## config.mk

```make
export PLATFORM = sky130hd
export DESIGN_NAME = opmm_ram
export DESIGN_NICKNAME = d
export VERILOG_FILES = /design/src/hdl/opmm_ram.sv
export SDC_FILE = /design/constraint.sdc
export NUM_CORES = 2
export LEC_CHECK = 0
export BUFFER_PORTS_ARGS = -buffer_cell sky130_fd_sc_hd__buf_2
export CAP_MARGIN = 0
export CORE_UTILIZATION = 55
export CTS_CLUSTER_SIZE = 14
export DETAILED_ROUTE_END_ITERATION = 12
export PLACE_DENSITY = 0.74
export SLEW_MARGIN = 20
export SYNTH_ARGS = -nofsm -noshare
export SYNTH_HDL_FRONTEND = slang
export SYNTH_SLANG_ARGS = --single-unit
```

## constraint.sdc

```tcl
create_clock -name clk -period 3.74 [get_ports clk]
set_clock_uncertainty 0.15 [all_clocks]
set_input_delay 0.374 -clock clk [delete_from_list [all_inputs] [get_ports clk]]
set_output_delay 0.374 -clock clk [all_outputs]
set_load 0.01 [all_outputs]
```

## src/hdl/opmm_ram.sv

```systemverilog
// ============================================================================
// Generic RAM
// One write port and one read port with registered read data.
// ============================================================================
module opmm_ram #(
  parameter int WIDTH = 16,
  parameter int DEPTH = 256
) (
  input  logic                             clk,
  input  logic                             we,
  input  logic [$clog2(DEPTH > 1 ? DEPTH : 2)-1:0] waddr,
  input  logic [WIDTH-1:0]                 wdata,
  input  logic                             re,
  input  logic [$clog2(DEPTH > 1 ? DEPTH : 2)-1:0] raddr,
  output logic [WIDTH-1:0]                 rdata
);

  logic [WIDTH-1:0] mem [DEPTH];

  // Write port
  always_ff @(posedge clk) begin
    if (we) begin
      mem[waddr] <= wdata;
    end
  end

  // Registered read port
  always_ff @(posedge clk) begin
    if (re) begin
      rdata <= mem[raddr];
    end
  end

endmodule

```

Word-level counts from Yosys, hierarchy flattened
Memories as Yosys holds them, arrays and structs flattened. A register that Yosys moved wholly into a read port is not among the register bits.
Cells that the tools add are included.

operators by class
  bitwise operators = 0
  add/sub/neg operators = 0
  equality and inequality tests = 0
  divide/modulo/power cells = 0
  $mul = 0
  muxes and demuxes = 2
  reduce and logical (&&, ||, !) cells = 0
  order comparisons = 0
  shift-type cells = 0

operators by type and width
  cell     number
  $mux W1  2

storage, ports and cells
  logic and storage cells = 3
  memories kept = 1
  ROM bits = 0
  bits in writable memories = 4,096
  output and inout bits = 16
  register bits after elaboration = 0
  bits in latches = 0

memory list
  memory  depth  width  read ports  clocked after Yosys merged registers in  write ports  line  RTL
  mem     256    16     1           1                                        1            18    logic [WIDTH-1:0] mem [DEPTH];

Longest topological paths before layout
  word-level depth = 2
  mapped depth = 12

Worst setup path before layout
Ideal clock, no wire load.

  kind = input-to-reg
  start = input raddr[0] (netlist bit)
  end = register rdata[4] (read register of mem), data pin
  setup slack = 0.967 ns
  required time = 3.325 ns
  arrival time = 2.358 ns
  stages = 8
  library setup time = 0.265 ns
  path through = buf_6 buf_6 buf_2 mux4_2 mux4_2 a22o_1 o32ai_2 nor4_2

RTL lines
  what             line  RTL
  start, declared  14    input logic [$clog2(DEPTH > 1 ? DEPTH : 2)-1:0] raddr,
  end, declared    15    output logic [WIDTH-1:0] rdata

==> flow_metrics.tcl <==
set metrics [dict create \
    drtAntennaViolNets 0 \
    cp_cell_sequence "mux4_2 -> mux2_2 -> a221oi_1 -> o31ai_1 -> buf_4 -> o32ai_1 -> buf_4 -> nor4_1" \
    routabilityCongestion 0.9548 \
    yosys-top-cells-count "4,112 x edfxtp_1, 797 x mux4_2, 565 x mux2i_1" \
    placed_area_um2 168400 \
    critical_path_required_ns 4.24 \
    min_period_ns 3.596 \
    drc 0 \
    rows 196 \
    fp.dieArea_um2 291000 \
    synth_area_leaders "edfxtp_1 78%, mux4_2 11%, mux2i_1 3.6%" \
    postCtsHoldBufs 17 \
    post-cts-setup-buffer-count 0 \
    cts-resized-gates 0 \
    grt_first_pass_wirelength_um 592600 \
    synth-seq-cells 4112 \
    r2r_slack_ns 0.14 \
    crit_type "flip-flop to flip-flop" \
    die_w_um 539.5 \
    critPathSlowestCell "a221oi_1" \
    clock_latency_ns 0.93 \
    critPathMaxFanout 1 \
    start_util_pct 55.51 \
    max_freq_mhz 278.1 \
    drt-total-wl_um 419600 \
    path_clk_slew_ns 0.06 \
    tightestPinTransition_ns 1.242 \
    place_inst 11470 \
    core_um2 286200 \
    netlist.area_leader.share_pct 77.72 \
    synth.most_common_cell "edfxtp_1" \
    cts_sinks 4112 \
    seq_area_frac_synth_pct 77.72 \
    clockBufferDepth 4 \
    netlist_instances 7360 \
    synth_ff_type "edfxtp_1" \
    postSynth.asyncResetShare_pct 0 \
    yosysTopAreaCell "edfxtp_1" \
    grt_pass1_vias 80650 \
    hpwl_um 250900 \
    htreeDepth 5 \
    hold_class "input port to flip-flop" \
    post-route-period-util_pct 96.14 \
    cts_root_buf "clkbuf_16" \
    cts-buffers-inserted 396 \
    arrival_ns 4.09 \
    powerDensity_nw_per_um2 525.5 \
    antenna_found_initial 25 \
    finalInstanceArea_um2 181300 \
    synth_edf_count 4112 \
    p_leak_nw 58.40 \
    yosys_warnings 0 \
    drt-initial-drc-count 12790 \
    slowest_delay_ns 0.68 \
    ys_types 51 \
    cts_tree "yes" \
    syn_avg_cell_area_um2 21.59 \
    run_status "complete, no violations" \
    setup_tns_ns 0 \
    drt-pass1-iter-count 6 \
    grt_max_degree 124 \
    finalSetupViolCount 0 \
    layout.cells.non_filler 12230 \
    syn_to_final_growth_pct 14.11 \
    dieHeight_um 539.5 \
    critPathCaptureType "flip-flop" \
    io_pins 51 \
    rsz0062_at_grt "false" \
    netlist_area_um2 158900 \
    layout-drive-gt1-share_pct 27.06 \
    nFillCells 18110 \
    vias_per_cell 6.726 \
    relSlewSlack_pct 16.96 \
    synthesis.nets 7395 \
    ir_drop_v 0.0003883 \
    hold_violations 0 \
    maxSlewViolCount 0 \
    avgRoutedWirePerCell_um 34.32 \
    port-buffer-count 50 \
    grtUsageTotal_pct 28.68 \
    max_cap_viol_count 0 \
    critPathLaunchType "flip-flop" \
    grt-ovfl-total 0 \
    nets 8162 \
    path_common_cell "buf_4" \
    vias 82240 \
]
cell type report:
class / instances / area, um^2 / area share [%]
Clock inverter: 248 / 2246 / 1.239
Timing Repair Buffer: 821 / 7555 / 4.167
Clock buffer: 470 / 10420 / 5.748
Antenna cell: 17 / 42.54 / 0.02347
Tap cell: 3762 / 4707 / 2.596
Sequential cell: 4112 / 123500 / 68.11
Multi-Input combinational cell: 2792 / 32820 / 18.10
Inverter: 4 / 27.53 / 0.01518
through the flow:
stage	util, %	power (mW)	setup slack [ns]	hold WS, ns
finish	63.35	95.28	0.1442	0.1367
global placement	58.85	56.70	-0.5390	0.7087
CTS	63.33	95.44	0.2900	0.05699
floorplan	-	54.35	0.9671	0.3229
detailed placement	58.85	56.82	-0.5063	0.7297
global route	63.34	97.34	0.1532	0.1282
power breakdown:
| group | switching [mW] | leakage, nW | internal (mW) |
|---|---|---|---|
| Sequential | 0.0693 | 37.0 | 50.8 |
| Combinational | 3.25 | 15.2 | 1.83 |
| Clock | 16.9 | 6.22 | 22.4 |
path summary, 6_finish.rpt:
kind	from	cells past startpoint	endpoint
setup / recovery	mem[130][8]	8	rdata[8]
hold / removal	waddr[1]	4	mem[167][8]
setup reg to reg	mem[130][8]	8	rdata[8]
hold reg to reg	mem[194][11]	6	rdata[11]
cells by family after synthesis:
logic type      share of synthesized area (%)
buf+inv                                 1.692
compound gates                          3.534
mux                                     15.48
simple gates                            1.573
flops                                   77.72
layer usage:
metal	part of all wire [%]	vias to the layer above	track usage, %
met5	0.0064	-	0
met4	5.4	4	13.46
met3	12	944	5.506
met2	47	5830	44.71
met1	36	42650	39.53
li1	-	32810	-
layout by cell type, fill, tap and decap left out, drive strengths merged, types with 5 or more instances in the layout:
| master | n |
|---|---|
| a2111oi | 6 |
| a211oi | 18 |
| a21oi | 175 |
| a221oi | 28 |
| a22o | 32 |
| a22oi | 43 |
| a31oi | 6 |
| and3 | 11 |
| buf | 804 |
| bufinv | 37 |
| clkbuf | 470 |
| clkinv | 196 |
| clkinvlp | 11 |
| diode | 17 |
| dlygate4sd3 | 17 |
| edfxtp | 4112 |
| inv | 8 |
| mux2 | 88 |
| mux2i | 565 |
| mux4 | 797 |
| nand2 | 38 |
| nand3 | 35 |
| nand4 | 26 |
| nor2 | 304 |
| nor2b | 9 |
| nor3 | 92 |
| nor4 | 18 |
| o21ai | 38 |
| o221ai | 253 |
| o22ai | 148 |
| o31ai | 16 |
| o32ai | 21 |
| or2 | 5 |
flip-flops by register name, summed over array words and instances (netlist names):
name / flops
rdata: 16
mem: 4096
worst max-delay path, delay by kind of cell (launching register included):
family                 cells  cell delay, ns
multiplexers               2            0.75
AND/OR/NAND/NOR            1            0.05
buffers and inverters      2            0.47
AO/OA/AOI/OAI              3            1.53
flip-flops                 1            0.38
Power figures use the tool's default switching activity.
