==> src/hdl/opmm_pkg.sv <==
// ============================================================================
// Order-preserving multi-pattern matcher: shared package
// Types, codes and stream layout constants used by the matcher and checker.
// ============================================================================
package opmm_pkg;

  // Kind of an input beat, carried in tuser
  localparam logic REQ_LOAD = 1'b0;
  localparam logic REQ_TEXT = 1'b1;

  // Stream widths
  localparam int IN_DATA_W  = 32;
  localparam int OUT_DATA_W = 80;
  localparam int CFG_W      = 9;
  localparam int HERE_W     = 9;
  localparam int POS_W      = 32;
  localparam int TOTAL_W    = 32;

  // Input tdata layout
  localparam int IN_SLOT_LSB = 0;
  localparam int IN_EL_LSB   = 8;
  localparam int IN_VAL_LSB  = 11;

  // Output tdata layout
  localparam int OUT_FULL_BIT  = 0;
  localparam int OUT_POS_LSB   = 1;
  localparam int OUT_HERE_LSB  = 33;
  localparam int OUT_TOTAL_LSB = 42;
  localparam int OUT_PAD_LSB   = 74;

  typedef enum logic [2:0] {
    ST_IDLE,
    ST_LD_RD,
    ST_LD_WR,
    ST_SCAN,
    ST_DONE
  } state_t;

endpackage

==> src/hdl/opmm_cell.sv <==
// ============================================================================
// Window cell
// Holds one window value, passes it to its lower neighbor on each text beat,
// and checks the order relations of its position against all later ones.
// ============================================================================
module opmm_cell import opmm_pkg::*; #(
  parameter int IDX        = 0,
  parameter int PAT_LEN    = 8,
  parameter int VALUE_BITS = 16
) (
  input  logic                                 clk,
  input  logic                                 rst,
  input  logic                                 shift,
  input  logic [VALUE_BITS-1:0]                shift_in,
  input  logic [PAT_LEN-1:0][VALUE_BITS-1:0]   win,
  input  logic [PAT_LEN-1:0][VALUE_BITS-1:0]   pat,
  output logic [VALUE_BITS-1:0]                value,
  output logic                                 ok
);

  // Hold the window value; advance from the upper neighbor
  always_ff @(posedge clk) begin
    if (rst) begin
      value <= '0;
    end else if (shift) begin
      value <= shift_in;
    end
  end

  // Compare less/greater relations against every later position
  always_comb begin
    ok = 1'b1;
    for (int j = IDX + 1; j < PAT_LEN; j++) begin
      if (((pat[IDX] < pat[j]) != (win[IDX] < win[j])) ||
          ((pat[IDX] > pat[j]) != (win[IDX] > win[j]))) begin
        ok = 1'b0;
      end
    end
  end

endmodule

==> config.mk <==
export PLATFORM = sky130hd
export DESIGN_NAME = opmm_cell
export DESIGN_NICKNAME = d
export VERILOG_FILES = /design/src/hdl/opmm_pkg.sv /design/src/hdl/opmm_cell.sv
export SDC_FILE = /design/constraint.sdc
export NUM_CORES = 1
export LEC_CHECK = 0
export ABC_AREA = 1
export BUFFER_PORTS_ARGS = -buffer_cell sky130_fd_sc_hd__buf_2
export CORE_MARGIN = 2
export CORE_UTILIZATION = 45
export CTS_CLUSTER_DIAMETER = 100
export DETAILED_ROUTE_END_ITERATION = 7
export PLACE_DENSITY = 0.76
export SLEW_MARGIN = 25
export SYNTH_ARGS = -nofsm -noshare
export SYNTH_HDL_FRONTEND = slang
export SYNTH_SLANG_ARGS = --single-unit
==> constraint.sdc <==
create_clock -name clk -period 4 [get_ports clk]
set_clock_uncertainty 0.05 [all_clocks]
set_input_delay 0.4 -clock clk [delete_from_list [all_inputs] [get_ports clk]]
set_output_delay 0.4 -clock clk [all_outputs]
set_load 0.02 [all_outputs]
## Word level (Yosys, flattened, before mapping)

Index checks and enable logic that the tools add are counted.

| operators by class | value |
|---|---|
| order comparisons | 28 |
| reduce and logical (&&, ||, !) cells | 7 |
| eq/ne operators | 14 |
| muxes and demuxes | 7 |

Operator list:

| cell | count |
|---|---|
| $gt 16x16->1 | 14 |
| $lt 16x16->1 | 14 |
| $ne 1x1->1 | 14 |
| $logic_or 1x1->1 | 7 |
| $mux 1 | 7 |

| word-level totals | value |
|---|---|
| bits of input ports | 275 |
| bits in registers | 16 |
| word-level logic and storage cells | 57 |
| output and inout port bits | 17 |

## Logic depth before layout (Yosys ltp)

| logic depth | value |
|---|---|
| word-level depth | 10 |
| gate-level depth with buffers | 17 |
| mapped depth without buffers | 17 |

## Worst setup path before layout

No wires, ideal clock.

| timing | value |
|---|---|
| path type | input-to-output |
| from | input port pat[0] in the netlist's numbering |
| to | output port ok |
| setup slack | 1.885 ns |
| buffers on the path | 0 |
| required time | 3.550 ns |
| stages on the path | 13 |
| data arrival time | 1.665 ns |
| cell sequence | inv_1 ha_1 nand2_1 nor2_1 nand2_2 nand3b_1 nand2_1 nand2_1 nand2_1 nand2_1 nor2_1 nand2_1 nor2_2 |

| on the way | value |
|---|---|
| cells in the longest elaborated chain, start to end | 10 |
| elaborated cells on any way between the ends | 42 |
| those cells by class | order compare (14); eq/ne (14); mux (7); reduce/logical (7) |

RTL lines:

| what | RTL line | source |
|---|---|---|
| start, declared | opmm_cell.sv:16 | `input logic [PAT_LEN-1:0][VALUE_BITS-1:0] pat,` |
| $lt 16x16->1 / $gt 16x16->1 (equally long branches) | opmm_cell.sv:34, opmm_cell.sv:35 |  |
| $ne 1x1->1, on equally long branches | opmm_cell.sv:34, opmm_cell.sv:35 |  |
| $logic_or 1x1->1 | opmm_cell.sv:34 | `if (((pat[IDX] < pat[j]) != (win[IDX] < win[j])) \|\|` |
| $mux 1 (6 in series) | opmm_cell.sv:34 |  |
| $mux 1 * | opmm_cell.sv:34 |  |
| end, declared | opmm_cell.sv:18 | `output logic ok` |

Every way passes the cells marked *; elsewhere a longest branch is shown, timed or not.

## Worst setup path in the final report

| timing | value |
|---|---|
| from | input port win[11] in the netlist's numbering |
| to | output port ok |

| on the way | value |
|---|---|
| cells in the longest elaborated chain, start to end | 10 |
| elaborated cells on any way between the ends | 42 |
| those cells by class | order compare (14); eq/ne (14); mux (7); reduce/logical (7) |

RTL lines:

| what | RTL line | source |
|---|---|---|
| start, declared | opmm_cell.sv:15 | `input logic [PAT_LEN-1:0][VALUE_BITS-1:0] win,` |
| $lt 16x16->1 / $gt 16x16->1 (equally long branches) | opmm_cell.sv:34, opmm_cell.sv:35 |  |
| $ne 1x1->1, on equally long branches | opmm_cell.sv:34, opmm_cell.sv:35 |  |
| $logic_or 1x1->1 | opmm_cell.sv:34 |  |
| $mux 1 (6 in series) | opmm_cell.sv:34 |  |
| $mux 1 * | opmm_cell.sv:34 |  |

Marks and branches as above.

==> key figures <==
Run status
  – Outcome: complete, no violations

Timing
  – Count of final setup violators: 0
  – Tcrit/Tclk final: 66.7%
  – Worst slew pin tran: 0.485 ns
  – Setup ws final: around 1.3 ns
  – RSZ-0062 raised after global routing: no
  – Hold slack: 0.352 ns
  – Setup TNS: 0 ns
  – Minimum clock period: approximately 2.7 ns
  – Relative slew slack: 67.6%
  – Fmax: 375 MHz
  – Max-slew violations: 0
  – Fin. Hold Viols: 0

Drt
  – Total Routed Length: 19900 um
  – Vias: between 7000 and 8000
  – DRC: 0
  – Starting DRT DRC Count: 217
  – TritonRoute pass-1 iters: 5
  – Detailed-route wire length per cell: ~12 um
  – Post-DR vias/cell: roughly 4.8
  – Antenna violation net count after detailed routing: 0

Global routing
  – First-pass GRT wire length: approximately 32000 um
  – M3 GR Usage: 2.55%
  – Total Routing Usage GR: 24.0%
  – Met2 Resource Use GR: a little under half
  – GR peak layer: met2
  – Routing usage on met1: a little under 30%
  – Largest net degree at the start of global routing: 18
  – Number of global-route vias before repair: 7230
  – Initial antenna violation count: 0
  – GRT Residual Overflow: 0

Setup path
  – Worst R2R Start: value[7]$_SDFFE_PP0P_
  – Critical Path RT: 3.55 ns
  – CP arrival: 2.22 ns
  – Reg2Reg Depth: 2
  – CP Max Fanout: 7
  – CP Class: primary input to primary output
  – Crit path launch type: primary input
  – RR Endpoint: value[7]$_SDFFE_PP0P_
  – CP Capture Point: ok
  – Setup crit end kind: primary output
  – R2r setup slk: ~3.3 ns
  – Crit. Startpoint: win[11]

Synth
  – Cell variety after synth: 26
  – Avg Cell Area, Syn: 6.07 um^2
  – Top FF cell, synth: dfxtp_1
  – Synth Register Bits: 16
  – Mapped Cells: 1122
  – Number of flops mapped to enable cells by yosys: 0
  – FFs w/ async S/R, synth: 0%
  – Sequential share of the synthesized area: under 10%
  – Post-synth net total: 1621
  – Area of the mapped netlist: ~6800 um^2
  – Ys Warns: 0

CTS
  – Clk pin slew, worst setup/hold paths: 0.05 ns
  – CTS Root Cell: clkbuf_16
  – Clock Sink Count: 16
  – Post-CTS sizing: 0
  – CTS tree: done
  – Setup Fix Bufs, Post-CTS: 0
  – H-tree depth: 1
  – Clock Latency Late Sink: 0.25 ns
  – Clk buf depth: 2
  – Hold_buf cts: 0
  – CTS Buf Count: 3

Cells and area
  – Antenna diodes: 0
  – Most frequent cells in the layout: nand2_1, buf_2, inv_1
  – Share of layout cells above drive strength 1: between 20 and 25%
  – Layout net count: 1912
  – Final cell count without fillers: roughly 1600
  – Largest register FFs: 16
  – Register with the most flip-flops: value
  – Top Registers: value x16
  – Multi-input logic area: between 5000 and 6000 um^2
  – Fill cells: 1497
  – Sequential Area: roughly 320 um^2
  – Commonest non-fill, non-tap cell in the layout: nand2_1
  – P&R area growth vs syn: 25.8%

Floorplan
  – Initial core utilization: 46.5%
  – # IOs: 292
  – Die Wd: approximately 130 um
  – Site Rows: 44
  – Die area: 16100 um^2
  – Core footprint: 14600 um^2
  – Die height: 127 um

Min path
  – Hold WC Path Type: primary input to register

Placement
  – Post-Place Setup Slack: around 1.4 ns
  – Port buffer count: 291
  – Placed cells: 1592
  – Routability congestion estimate from global placement: 0.915
  – Hpwl dp: 17900 um

Pwr
  – Worst IR Drop VDD: roughly 0.00025 V
  – Static Leak: about 5.8 nW
  – Power Dens Cells: about 140 nW/um^2

Flow run
  – Max_cap viols: 0
==> cell type report <==
cell class                      count  area share (%)
Tap cell                          184            2.69
Inverter                          290            12.7
Clock buffer                        4            1.04
Timing Repair Buffer              291            17.0
Multi-Input combinational cell    811            62.8
Sequential cell                    16            3.74
==> metal layers <==
| layer | vias to the layer above | share of wire, % | routed length [um] |
|---|---|---|---|
| li1 | 4078 | - | - |
| met1 | 3255 | 43 | 8560 |
| met2 | 234 | 49 | 9710 |
| met3 | 31 | 6.0 | 1190 |
| met4 | 0 | 2.1 | 408 |
| met5 | - | 0 | 0 |
==> kinds of logic (layout without fill, tap and decap cells) <==
logic type,Yosys count,in the layout,share of synthesized area [%]
compound gates,152,152,12.2
xor+xnor,1,1,0.129
fa+ha+maj,224,224,41.2
buf+inv,295,585,16.3
flops,16,16,4.71
simple gates,434,434,25.5
==> worst min-delay path by stage <==
| stage | startpoint | cells after the start | end |
|---|---|---|---|
| floorplan | value[12]$_SDFFE_PP0P_ | 2 | value[12]$_SDFFE_PP0P_ |
| global placement | value[6]$_SDFFE_PP0P_ | 2 | value[6]$_SDFFE_PP0P_ |
| detailed placement | value[5]$_SDFFE_PP0P_ | 2 | value[5]$_SDFFE_PP0P_ |
| CTS | shift_in[12] | 3 | value[12]$_SDFFE_PP0P_ |
| global route | shift_in[12] | 3 | value[12]$_SDFFE_PP0P_ |
| finish | shift_in[12] | 3 | value[12]$_SDFFE_PP0P_ |
==> power by group <==
group | internal (mW) | total [mW] | switching (mW) | leakage [nW]
clock network | 0.152 | 0.215 | 0.0634 | 0.0442
logic | 0.348 | 0.793 | 0.445 | 5.64
registers | 0.169 | 0.173 | 0.00427 | 0.132
total | 0.669 | 1.18 | 0.512 | 5.81
==> cell usage after synthesis, types with 3 or more instances <==
library cell    n  area (um^2)
nor2_1         74          278
nand2_1       308         1160
dfxtp_1        16          320
a21oi_1       101          505
a21o_1          7         52.6
clkbuf_1        4         15.0
o21a_1         15          113
o21ai_1        14         70.1
and2_1          6         37.5
nand4_1         6         37.5
o21bai_1        5         37.5
inv_2           3         11.3
clkinv_1        3         11.3
ha_1          224         2800
inv_1         284         1070
nand3_1        20          100
nor2_2         10         62.6
nor3_1          3         15.0
o21ai_0        10         50.1
nand2_2         3         18.8
==> worst max-delay path, stage by stage <==
cell and delay, ns:
buf_2 0.16, ha_1 0.34, nand2_1 0.07, nor2_1 0.17, nand2_1 0.12, nor2_2 0.13, nand3_1 0.09, nand2_1 0.07
nand2_1 0.05, nand2_1 0.05, nand2_1 0.04, nor2_1 0.10, nand2_1 0.07, nor2_2 0.15, buf_2 0.20
==> stage by stage <==
stage	utilization, %	total power [mW]	cell area (um^2)
4_1_cts	58.5	1.19	8560
5_1_grt	58.5	1.33	8560
6_report	58.5	1.18	8560
3_3_place_gp	57.9	0.953	8470
3_5_place_dp	57.9	0.971	8470
2_1_floorplan	-	0.660	6810
No activity file was read; power rests on OpenSTA's default activity.
